File: src/rtl/core/sat_pkg.sv
package sat_pkg;

   localparam int ValueWidth = 63;

   localparam logic [2:0] KIND_FIXNUM = 3'd0;
   localparam logic [2:0] KIND_BOOL   = 3'd1;
   localparam logic [2:0] KIND_CHAR   = 3'd2;
   localparam logic [2:0] KIND_NIL    = 3'd3;
   localparam logic [2:0] KIND_END    = 3'd4;
   localparam logic [2:0] KIND_ERROR  = 3'd5;

   // error_code carried by every word that is not an error
   localparam logic [2:0] CODE_NONE = 3'd0;

   localparam logic [2:0] ERR_DIGIT_EXPECTED = 3'd0;
   localparam logic [2:0] ERR_TOO_LARGE      = 3'd1;
   localparam logic [2:0] ERR_NUM_DELIM      = 3'd2;
   localparam logic [2:0] ERR_BOOL_DELIM     = 3'd3;
   localparam logic [2:0] ERR_LIST_OPEN      = 3'd4;
   localparam logic [2:0] ERR_LIST_BAD       = 3'd5;
   localparam logic [2:0] ERR_CHAR_NAME      = 3'd6;
   localparam logic [2:0] ERR_UNEXPECTED     = 3'd7;

   localparam logic [7:0] CH_PLUS   = 8'h2B;
   localparam logic [7:0] CH_MINUS  = 8'h2D;
   localparam logic [7:0] CH_ZERO   = 8'h30;
   localparam logic [7:0] CH_NINE   = 8'h39;
   localparam logic [7:0] CH_LPAREN = 8'h28;
   localparam logic [7:0] CH_RPAREN = 8'h29;
   localparam logic [7:0] CH_HASH   = 8'h23;
   localparam logic [7:0] CH_BSLASH = 8'h5C;
   localparam logic [7:0] CH_T      = 8'h74;
   localparam logic [7:0] CH_F      = 8'h66;
   localparam logic [7:0] CH_N      = 8'h6E;
   localparam logic [7:0] CH_S      = 8'h73;
   localparam logic [7:0] CH_NL     = 8'h0A;
   localparam logic [7:0] CH_SPACE  = 8'h20;

   typedef struct packed {
      logic                  hit;
      logic [2:0]            kind;
      logic [ValueWidth-1:0] value;
      logic [2:0]            code;
   } result_type;

   function automatic logic is_ws(input logic [7:0] b);
      return (b == CH_SPACE) || ((b >= 8'd9) && (b <= 8'd13));
   endfunction

   // tail of "newline" / "space" after the first letter, zero at the end
   function automatic logic [7:0] name_tail(input logic is_nl, input logic [2:0] pos);
      logic [7:0] c;
      c = 8'h00;
      if (is_nl) begin
         unique case (pos)
            3'd0: c = 8'h65;
            3'd1: c = 8'h77;
            3'd2: c = 8'h6C;
            3'd3: c = 8'h69;
            3'd4: c = 8'h6E;
            3'd5: c = 8'h65;
            default: c = 8'h00;
         endcase
      end else begin
         unique case (pos)
            3'd0: c = 8'h70;
            3'd1: c = 8'h61;
            3'd2: c = 8'h63;
            3'd3: c = 8'h65;
            default: c = 8'h00;
         endcase
      end
      return c;
   endfunction

endpackage

File: src/rtl/core/sat_lexer.sv
module sat_lexer #(
   parameter int ACC_BITS = 63
) (
   input  logic                 clock,
   input  logic                 reset,
   input  logic                 step,
   input  logic [7:0]           byte_in,
   input  logic                 eof,
   input  logic [61:0]          max_mag,
   output sat_pkg::result_type  result
);

   localparam int MagW  = ACC_BITS - 1;
   localparam int ProdW = ACC_BITS + 3;
   localparam int ValW  = sat_pkg::ValueWidth;

   typedef enum logic [3:0] {
      PH_IDLE, PH_NUM, PH_LIST, PH_HASH, PH_BOOL, PH_CHAR1, PH_CHAR2, PH_NAME, PH_HALT
   } phase_type;

   phase_type        phase_ff, phase_in;
   logic [MagW-1:0]  acc_ff, acc_in;
   logic             neg_ff, neg_in;
   logic             seen_ff, seen_in;
   logic [7:0]       held_ff, held_in;
   logic [2:0]       pos_ff, pos_in;
   logic             boolv_ff, boolv_in;

   logic             digit, ws;
   logic [3:0]       dval;
   logic [MagW-1:0]  acc_base;
   logic [ProdW-1:0] prod;
   logic [61:0]      cap62, lim62;
   logic [MagW-1:0]  lim;
   logic             too_big;
   logic [ValW-1:0]  mag_ext, num_val, fail_val;
   logic [2:0]       pos_cur;
   logic [7:0]       want;

   assign digit    = !eof && (byte_in >= sat_pkg::CH_ZERO) && (byte_in <= sat_pkg::CH_NINE);
   assign ws       = !eof && sat_pkg::is_ws(byte_in);
   assign dval     = 4'(byte_in - sat_pkg::CH_ZERO);
   assign acc_base = (phase_ff == PH_IDLE) ? '0 : acc_ff;
   assign prod     = ProdW'({acc_base, 3'b000}) + ProdW'({acc_base, 1'b0}) + ProdW'(dval);
   assign cap62    = {62{1'b1}} >> (62 - MagW);
   assign lim62    = (max_mag > cap62) ? cap62 : max_mag;
   assign lim      = lim62[MagW-1:0];
   assign too_big  = prod > ProdW'(lim);
   assign mag_ext  = {{(ValW - MagW){1'b0}}, acc_ff};
   assign num_val  = neg_ff ? (ValW'(0) - mag_ext) : mag_ext;
   assign fail_val = eof ? '0 : ValW'(byte_in);
   assign pos_cur  = (phase_ff == PH_CHAR2) ? 3'd0 : pos_ff;
   assign want     = sat_pkg::name_tail(held_ff == sat_pkg::CH_N, pos_cur);

   always_comb begin
      phase_in = phase_ff;
      acc_in   = acc_ff;
      neg_in   = neg_ff;
      seen_in  = seen_ff;
      held_in  = held_ff;
      pos_in   = pos_ff;
      boolv_in = boolv_ff;
      result   = '0;

      unique case (phase_ff)
         PH_IDLE: begin
            if (eof) begin
               result.hit  = 1'b1;
               result.kind = sat_pkg::KIND_END;
            end else if (ws) begin
               phase_in = PH_IDLE;
            end else if (digit) begin
               neg_in = 1'b0;
               if (too_big) begin
                  result = '{1'b1, sat_pkg::KIND_ERROR, fail_val, sat_pkg::ERR_TOO_LARGE};
                  phase_in = PH_HALT;
               end else begin
                  acc_in   = prod[MagW-1:0];
                  seen_in  = 1'b1;
                  phase_in = PH_NUM;
               end
            end else if (byte_in == sat_pkg::CH_PLUS || byte_in == sat_pkg::CH_MINUS) begin
               acc_in   = '0;
               seen_in  = 1'b0;
               neg_in   = (byte_in == sat_pkg::CH_MINUS);
               phase_in = PH_NUM;
            end else if (byte_in == sat_pkg::CH_LPAREN) begin
               phase_in = PH_LIST;
            end else if (byte_in == sat_pkg::CH_HASH) begin
               phase_in = PH_HASH;
            end else begin
               result = '{1'b1, sat_pkg::KIND_ERROR, fail_val, sat_pkg::ERR_UNEXPECTED};
               phase_in = PH_HALT;
            end
         end
         PH_NUM: begin
            if (digit) begin
               if (too_big) begin
                  result = '{1'b1, sat_pkg::KIND_ERROR, fail_val, sat_pkg::ERR_TOO_LARGE};
                  phase_in = PH_HALT;
               end else begin
                  acc_in  = prod[MagW-1:0];
                  seen_in = 1'b1;
               end
            end else if (!seen_ff) begin
               result = '{1'b1, sat_pkg::KIND_ERROR, fail_val, sat_pkg::ERR_DIGIT_EXPECTED};
               phase_in = PH_HALT;
            end else if (ws) begin
               result = '{1'b1, sat_pkg::KIND_FIXNUM, num_val, sat_pkg::CODE_NONE};
               phase_in = PH_IDLE;
            end else begin
               result = '{1'b1, sat_pkg::KIND_ERROR, fail_val, sat_pkg::ERR_NUM_DELIM};
               phase_in = PH_HALT;
            end
         end
         PH_LIST: begin
            if (eof) begin
               result = '{1'b1, sat_pkg::KIND_ERROR, '0, sat_pkg::ERR_LIST_OPEN};
               phase_in = PH_HALT;
            end else if (ws) begin
               phase_in = PH_LIST;
            end else if (byte_in == sat_pkg::CH_RPAREN) begin
               result = '{1'b1, sat_pkg::KIND_NIL, '0, sat_pkg::CODE_NONE};
               phase_in = PH_IDLE;
            end else begin
               result = '{1'b1, sat_pkg::KIND_ERROR, fail_val, sat_pkg::ERR_LIST_BAD};
               phase_in = PH_HALT;
            end
         end
         PH_HASH: begin
            if (!eof && (byte_in == sat_pkg::CH_T || byte_in == sat_pkg::CH_F)) begin
               boolv_in = (byte_in == sat_pkg::CH_T);
               phase_in = PH_BOOL;
            end else if (!eof && byte_in == sat_pkg::CH_BSLASH) begin
               phase_in = PH_CHAR1;
            end else begin
               result = '{1'b1, sat_pkg::KIND_ERROR, fail_val, sat_pkg::ERR_UNEXPECTED};
               phase_in = PH_HALT;
            end
         end
         PH_BOOL: begin
            if (ws) begin
               result = '{1'b1, sat_pkg::KIND_BOOL, ValW'(boolv_ff), sat_pkg::CODE_NONE};
               phase_in = PH_IDLE;
            end else begin
               result = '{1'b1, sat_pkg::KIND_ERROR, fail_val, sat_pkg::ERR_BOOL_DELIM};
               phase_in = PH_HALT;
            end
         end
         PH_CHAR1: begin
            if (eof) begin
               result = '{1'b1, sat_pkg::KIND_ERROR, '0, sat_pkg::ERR_CHAR_NAME};
               phase_in = PH_HALT;
            end else begin
               held_in  = byte_in;
               phase_in = PH_CHAR2;
            end
         end
         PH_CHAR2, PH_NAME: begin
            if (phase_ff == PH_CHAR2 && ws) begin
               result = '{1'b1, sat_pkg::KIND_CHAR, ValW'(held_ff), sat_pkg::CODE_NONE};
               phase_in = PH_IDLE;
            end else if (phase_ff == PH_CHAR2 &&
                         held_ff != sat_pkg::CH_N && held_ff != sat_pkg::CH_S) begin
               result = '{1'b1, sat_pkg::KIND_ERROR, fail_val, sat_pkg::ERR_CHAR_NAME};
               phase_in = PH_HALT;
            end else if (want != 8'h00) begin
               if (!eof && byte_in == want) begin
                  pos_in   = pos_cur + 3'd1;
                  phase_in = PH_NAME;
               end else begin
                  result = '{1'b1, sat_pkg::KIND_ERROR, fail_val, sat_pkg::ERR_CHAR_NAME};
                  phase_in = PH_HALT;
               end
            end else if (ws) begin
               result = '{1'b1, sat_pkg::KIND_CHAR,
                          (held_ff == sat_pkg::CH_N) ? ValW'(sat_pkg::CH_NL)
                                                     : ValW'(sat_pkg::CH_SPACE),
                          sat_pkg::CODE_NONE};
               phase_in = PH_IDLE;
            end else begin
               result = '{1'b1, sat_pkg::KIND_ERROR, fail_val, sat_pkg::ERR_CHAR_NAME};
               phase_in = PH_HALT;
            end
         end
         PH_HALT: begin
            phase_in = PH_HALT;
         end
         default: begin
            phase_in = PH_HALT;
         end
      endcase
   end

   always_ff @(posedge clock) begin
      if (reset) begin
         phase_ff <= PH_IDLE;
         acc_ff   <= '0;
         neg_ff   <= 1'b0;
         seen_ff  <= 1'b0;
         held_ff  <= '0;
         pos_ff   <= '0;
         boolv_ff <= 1'b0;
      end else if (step) begin
         phase_ff <= phase_in;
         acc_ff   <= acc_in;
         neg_ff   <= neg_in;
         seen_ff  <= seen_in;
         held_ff  <= held_in;
         pos_ff   <= pos_in;
         boolv_ff <= boolv_in;
      end
   end

endmodule

File: src/rtl/core/scheme_atom_tokenizer_top.sv
// A word waits in the input register; any token it yields is registered before rsp_.
// Throughput: one req word per cycle; the lexer state updates once per word.
// req_tready drops only while the held input word waits on a stalled rsp_ word.
// Synchronous active-high reset returns the lexer to idle, empties both
// registers and sets max_magnitude to 2^62-1.
module scheme_atom_tokenizer_top #(
   parameter int ACC_BITS = 63
) (
   input  logic        clock,
   input  logic        reset,
   input  logic        req_tvalid,
   output logic        req_tready,
   input  logic [7:0]  req_tdata,  // byte_in
   input  logic [0:0]  req_tuser,  // end_of_input
   output logic        rsp_tvalid,
   input  logic        rsp_tready,
   output logic [71:0] rsp_tdata,  // token_value[62:0], error_code[65:63], zero pad
   output logic [2:0]  rsp_tuser,  // token_kind
   input  logic        csr_valid,
   output logic        csr_ready,
   input  logic [61:0] csr_data    // max_magnitude
);

   logic                in_v_ff, in_v_in;
   logic [7:0]          in_byte_ff;
   logic                in_eof_ff;
   logic                out_v_ff, out_v_in;
   logic [2:0]          out_kind_ff;
   logic [62:0]         out_value_ff;
   logic [2:0]          out_code_ff;
   logic [61:0]         max_mag_ff;
   logic                fire;
   logic                req_take;
   sat_pkg::result_type result;

   assign fire       = in_v_ff && (!out_v_ff || rsp_tready);
   assign req_tready = !in_v_ff || fire;
   assign req_take   = req_tvalid && req_tready;
   assign in_v_in    = req_take || (in_v_ff && !fire);
   assign out_v_in   = fire ? result.hit : (out_v_ff && !rsp_tready);
   assign csr_ready  = 1'b1;

   sat_lexer #(
      .ACC_BITS(ACC_BITS)
   ) u_lexer (
      .clock  (clock),
      .reset  (reset),
      .step   (fire),
      .byte_in(in_byte_ff),
      .eof    (in_eof_ff),
      .max_mag(max_mag_ff),
      .result (result)
   );

   always_ff @(posedge clock) begin
      if (reset) begin
         in_v_ff    <= 1'b0;
         out_v_ff   <= 1'b0;
         max_mag_ff <= {62{1'b1}};
      end else begin
         in_v_ff  <= in_v_in;
         out_v_ff <= out_v_in;
         if (csr_valid && csr_ready) begin
            max_mag_ff <= csr_data;
         end
      end
   end

   always_ff @(posedge clock) begin
      if (req_take) begin
         in_byte_ff <= req_tdata;
         in_eof_ff  <= req_tuser[0];
      end
      if (fire && result.hit) begin
         out_kind_ff  <= result.kind;
         out_value_ff <= result.value;
         out_code_ff  <= result.code;
      end
   end

   assign rsp_tvalid = out_v_ff;
   assign rsp_tuser  = out_kind_ff;
   assign rsp_tdata  = {6'b0, out_code_ff, out_value_ff};

endmodule

File: config.mk
export PLATFORM = sky130hd
export DESIGN_NAME = scheme_atom_tokenizer_top
export DESIGN_NICKNAME = d
export VERILOG_FILES = /design/src/rtl/core/sat_pkg.sv /design/src/rtl/core/sat_lexer.sv /design/src/rtl/core/scheme_atom_tokenizer_top.sv
export SDC_FILE = /design/constraint.sdc
export NUM_CORES = 1
export LEC_CHECK = 0
export ABC_AREA = 1
export ABC_CLOCK_PERIOD_IN_PS = 12200
export CAP_MARGIN = 20
export CORE_MARGIN = 4
export CORE_UTILIZATION = 60
export CTS_BUF_LIST = sky130_fd_sc_hd__clkbuf_16
export DETAILED_ROUTE_END_ITERATION = 6
export DONT_BUFFER_PORTS = 1
export GPL_TIMING_DRIVEN = 0
export PLACE_DENSITY = 0.76
export SYNTH_ARGS = -nofsm -noshare
export SYNTH_HDL_FRONTEND = slang
export SYNTH_HIERARCHICAL = 1
export SYNTH_SLANG_ARGS = --single-unit
File: constraint.sdc
create_clock -name clock -period 12.2 [get_ports clock]
set_input_delay 0.61 -clock clock [delete_from_list [all_inputs] [get_ports clock]]
set_output_delay 0.61 -clock clock [all_outputs]
set_load 0.03 [all_outputs]
==> flow_summary.toml <==
[critical_path]
critPathTopFamily = "simple AND/OR/NAND/NOR gates"
path_buf_inv = 11
end_kind = "flop"
start_kind = "flop"
cp_data_required_time_ns = 12.45
critPathMaxStageDelay_ns = 0.53
crit_type = "flop to flop"
crit_fanout = 15
cp.arrival_ns = 8.36
cpMostUsedCell = "nand2_1"
worst_path_max_delay_cell = "nor3_1"

[detailed_routing]
avgViaCountPerCell = 5.88
vias = 18400
drtIter0Drc = 2023
drtPass1Iterations = 7
wl_per_cell_um = 19.4
drc = 0
ant_nets = 0
wl_um = 60700

[clock_network]
clock_sinks = 222
cts_hold_buf = 0
postCtsSetupBuffers = 0
clk_latency_ns = 0.55
htreeDepth = 1
cts_resized = 0
cts_root_buffer = "clkbuf_16"
clk_pin_slew_worst_paths_ns = 0.06
cts_made_buffers = 25
cts_buffer_depth = 3
cts_tree = "done"

[logic_synthesis]
synth-compound-area-share = 0.134
synth.largest_area_cell = "dfxtp_1"
synth-xor-area-share = 0.0325
synth.mux.area_fraction = 0
yosys.area_share.adder = 0.128
synth_cell_types = 64
syn_avg_cell_area_um2 = 7.07
synthSimpleGateAreaFrac = 0.326
synth_edf_count = 78
syn-cell-area_um2 = 18900
seq_area_frac_synth = 0.277
synth_top_family_by_area = "simple AND/OR/NAND/NOR gates"
yosysWarnings = 6
ys_async_sr_fraction = 0
ys_ff_latch = 222
synth_cells = 2674
synthFlopType = "dfxtp_1"
synth_top_area_frac = 0.153
synth_area_leaders = "dfxtp_1, ha_1, edfxtp_1, nand2_1, inv_1"

[global_route]
grt_pass1_vias = 17300
grt_pass1_wl_um = 92600
antenna_found_initial = 1
overflow = 0
grt_usage = 0.344
grt_max_degree = 16

[cells_and_area]
syn_to_final_growth_pct = 6.92
diodes = 0
fin_cells = 3125
fin_nets = 2979
drive_gt1_frac = 0.0949
fillers = 2783
post-route-util = 0.655

[sta]
maxSlewHeadroom = 0.219
finalMaxSlewViolations = 0
setup_viol = 0
final.period_utilization = 0.664
worstMarginPinSlew_ns = 1.16
fin_crit_ns = 8.10
fmax_mhz = 123
finClkSkew_ns = 0.0229
rsz0062_at_grt = "false"
fin_setup_tns_ns = 0
hold_viol_final = 0

[floorplan]
initial_utilization = 0.613
die_x_um = 185
ios = 154
row_count = 64
design.core.area_um2 = 30800
die-height_um = 185
die_area_um2 = 34400

[placed_design]
place.gp.congestion = 1.02
dp_cells = 3080
hpwl_um = 50100
io_buffers = 0

[power]
p_leak_nw = 10.0
powerDensity_nw_per_um2 = 82.6
p_total_mw = 1.67
ir_drop_v = 0.0000948

[hold_path]
worstHoldPathType = "input pin to flop"

[flow_run]
drv_cap = 0

[status]
status = "completed"
-- final cells by class --
type / instances / area, um^2 / share of cell area
Tap cell: 396 / 495 / 0.0245
Multi-Input combinational cell: 2010 / 11800 / 0.582
Inverter: 374 / 1420 / 0.0701
Clock inverter: 20 / 110 / 0.00545
Buffer: 73 / 523 / 0.0259
Timing Repair Buffer: 5 / 52.6 / 0.00260
Sequential cell: 222 / 5230 / 0.259
Clock buffer: 25 / 626 / 0.0310
-- state kept, by name, indices dropped and copies added, names as in the netlist --
name,count
in_eof_ff,1
rsp_tuser,3
u_lexer/seen_ff,1
out_value_ff,63
u_lexer/pos_ff,3
in_v_ff,1
u_lexer/phase_ff,4
in_byte_ff,8
max_mag_ff,62
rsp_tvalid,1
u_lexer/neg_ff,1
out_code_ff,3
u_lexer/acc_ff,62
u_lexer/boolv_ff,1
u_lexer/held_ff,8
-- report_power, final --
part	switching, mW	internal (mW)	total, mW	leakage, nW
clock	0.311	0.373	0.684	0.380
sequential	0.0438	0.795	0.839	1.92
combinational	0.0963	0.0486	0.145	7.72
total	0.451	1.22	1.67	10.0
-- cells in the final DEF (no fill, tap or decap), types with 8 or more instances in the layout --
cell type | netlist | routed
a21o_1 | 13 | 13
a21oi_1 | 250 | 250
a31oi_1 | 14 | 14
buf_2 | 10 | 10
buf_4 | 15 | 16
buf_6 | 11 | 15
clkbuf_1 | 26 | 26
clkbuf_16 | 0 | 25
dfxtp_1 | 144 | 144
edfxtp_1 | 78 | 78
ha_1 | 191 | 191
inv_1 | 360 | 367
inv_2 | 11 | 11
nand2_1 | 611 | 611
nand2_2 | 11 | 11
nand2_4 | 63 | 63
nand3_1 | 97 | 97
nand3_2 | 64 | 64
nand4_1 | 33 | 33
nor2_1 | 321 | 321
nor2_2 | 9 | 9
nor3_1 | 34 | 33
nor4_1 | 13 | 13
o21a_1 | 8 | 8
o21ai_0 | 114 | 114
o21bai_1 | 16 | 16
xnor2_1 | 19 | 19
xor2_1 | 51 | 51
-- layer usage --
metal | wire [um] | up-vias | share of wire | GRT usage
met2 | 26300 | 910 | 0.43 | 0.532
met4 | 3370 | 0 | 0.056 | 0.167
met1 | 25400 | 8447 | 0.42 | 0.459
met3 | 5670 | 183 | 0.093 | 0.0721
li1 | - | 8844 | - | -
met5 | 0 | - | 0 | 0
-- path summary, 6_finish.rpt --
kind                       startpoint  cells past startpoint           endpoint  slack, ns
setup / recovery  u_lexer/phase_ff[1]                     40   out_value_ff[26]       4.10
hold / removal                  reset                      1            in_v_ff       0.12
setup reg to reg  u_lexer/phase_ff[1]                     40   out_value_ff[26]       4.10
hold reg to reg     u_lexer/acc_ff[5]                      2  u_lexer/acc_ff[5]       0.47
-- cell usage after synthesis (all sizes together), types with 3 or more instances --
master	n
xor2	51
o21a	8
o22ai	4
inv	372
a21oi	251
a211oi	4
o31ai	4
a31oi	14
nand3	161
nand4	35
a21o	13
o2111ai	4
nor3	38
o21bai	16
ha	191
xnor2	19
clkbuf	26
nor4	15
edfxtp	78
a21boi	3
dfxtp	144
and3	6
o21ai	119
nor2	335
nand2	685
a22oi	6
buf	47
o211ai	7
-- logic make-up (layout without fill, tap and decap cells) --
logic type | Yosys count | after routing
AO/OA/AOI/OAI | 460 | 460
XOR/XNOR | 70 | 70
adder cells (fa/ha/maj) | 192 | 192
buffers and inverters | 447 | 497
flip-flops | 222 | 222
other | 2 | 7
AND/OR/NAND/NOR | 1281 | 1281
-- through the flow --
stage / hold WS [ns] / setup slack (ns) / cell area, um^2
2_1_floorplan: 0.429 / 2.23 / 18900
3_3_place_gp: 0.445 / -0.897 / 19400
3_5_place_dp: 0.450 / 4.33 / 19500
4_1_cts: 0.109 / 4.30 / 20200
5_1_grt: 0.112 / 3.56 / 20200
6_report: 0.122 / 4.10 / 20200
-- worst register-to-register path, delay by kind of cell (launching register included) --
kind | cells | cell delay, ns
flip-flops | 1 | 0.40
XOR/XNOR | 1 | 0.34
adder cells (fa/ha/maj) | 3 | 0.90
buffers and inverters | 11 | 2.00
AND/OR/NAND/NOR | 25 | 4.15
(Power assumes the default switching activity.)
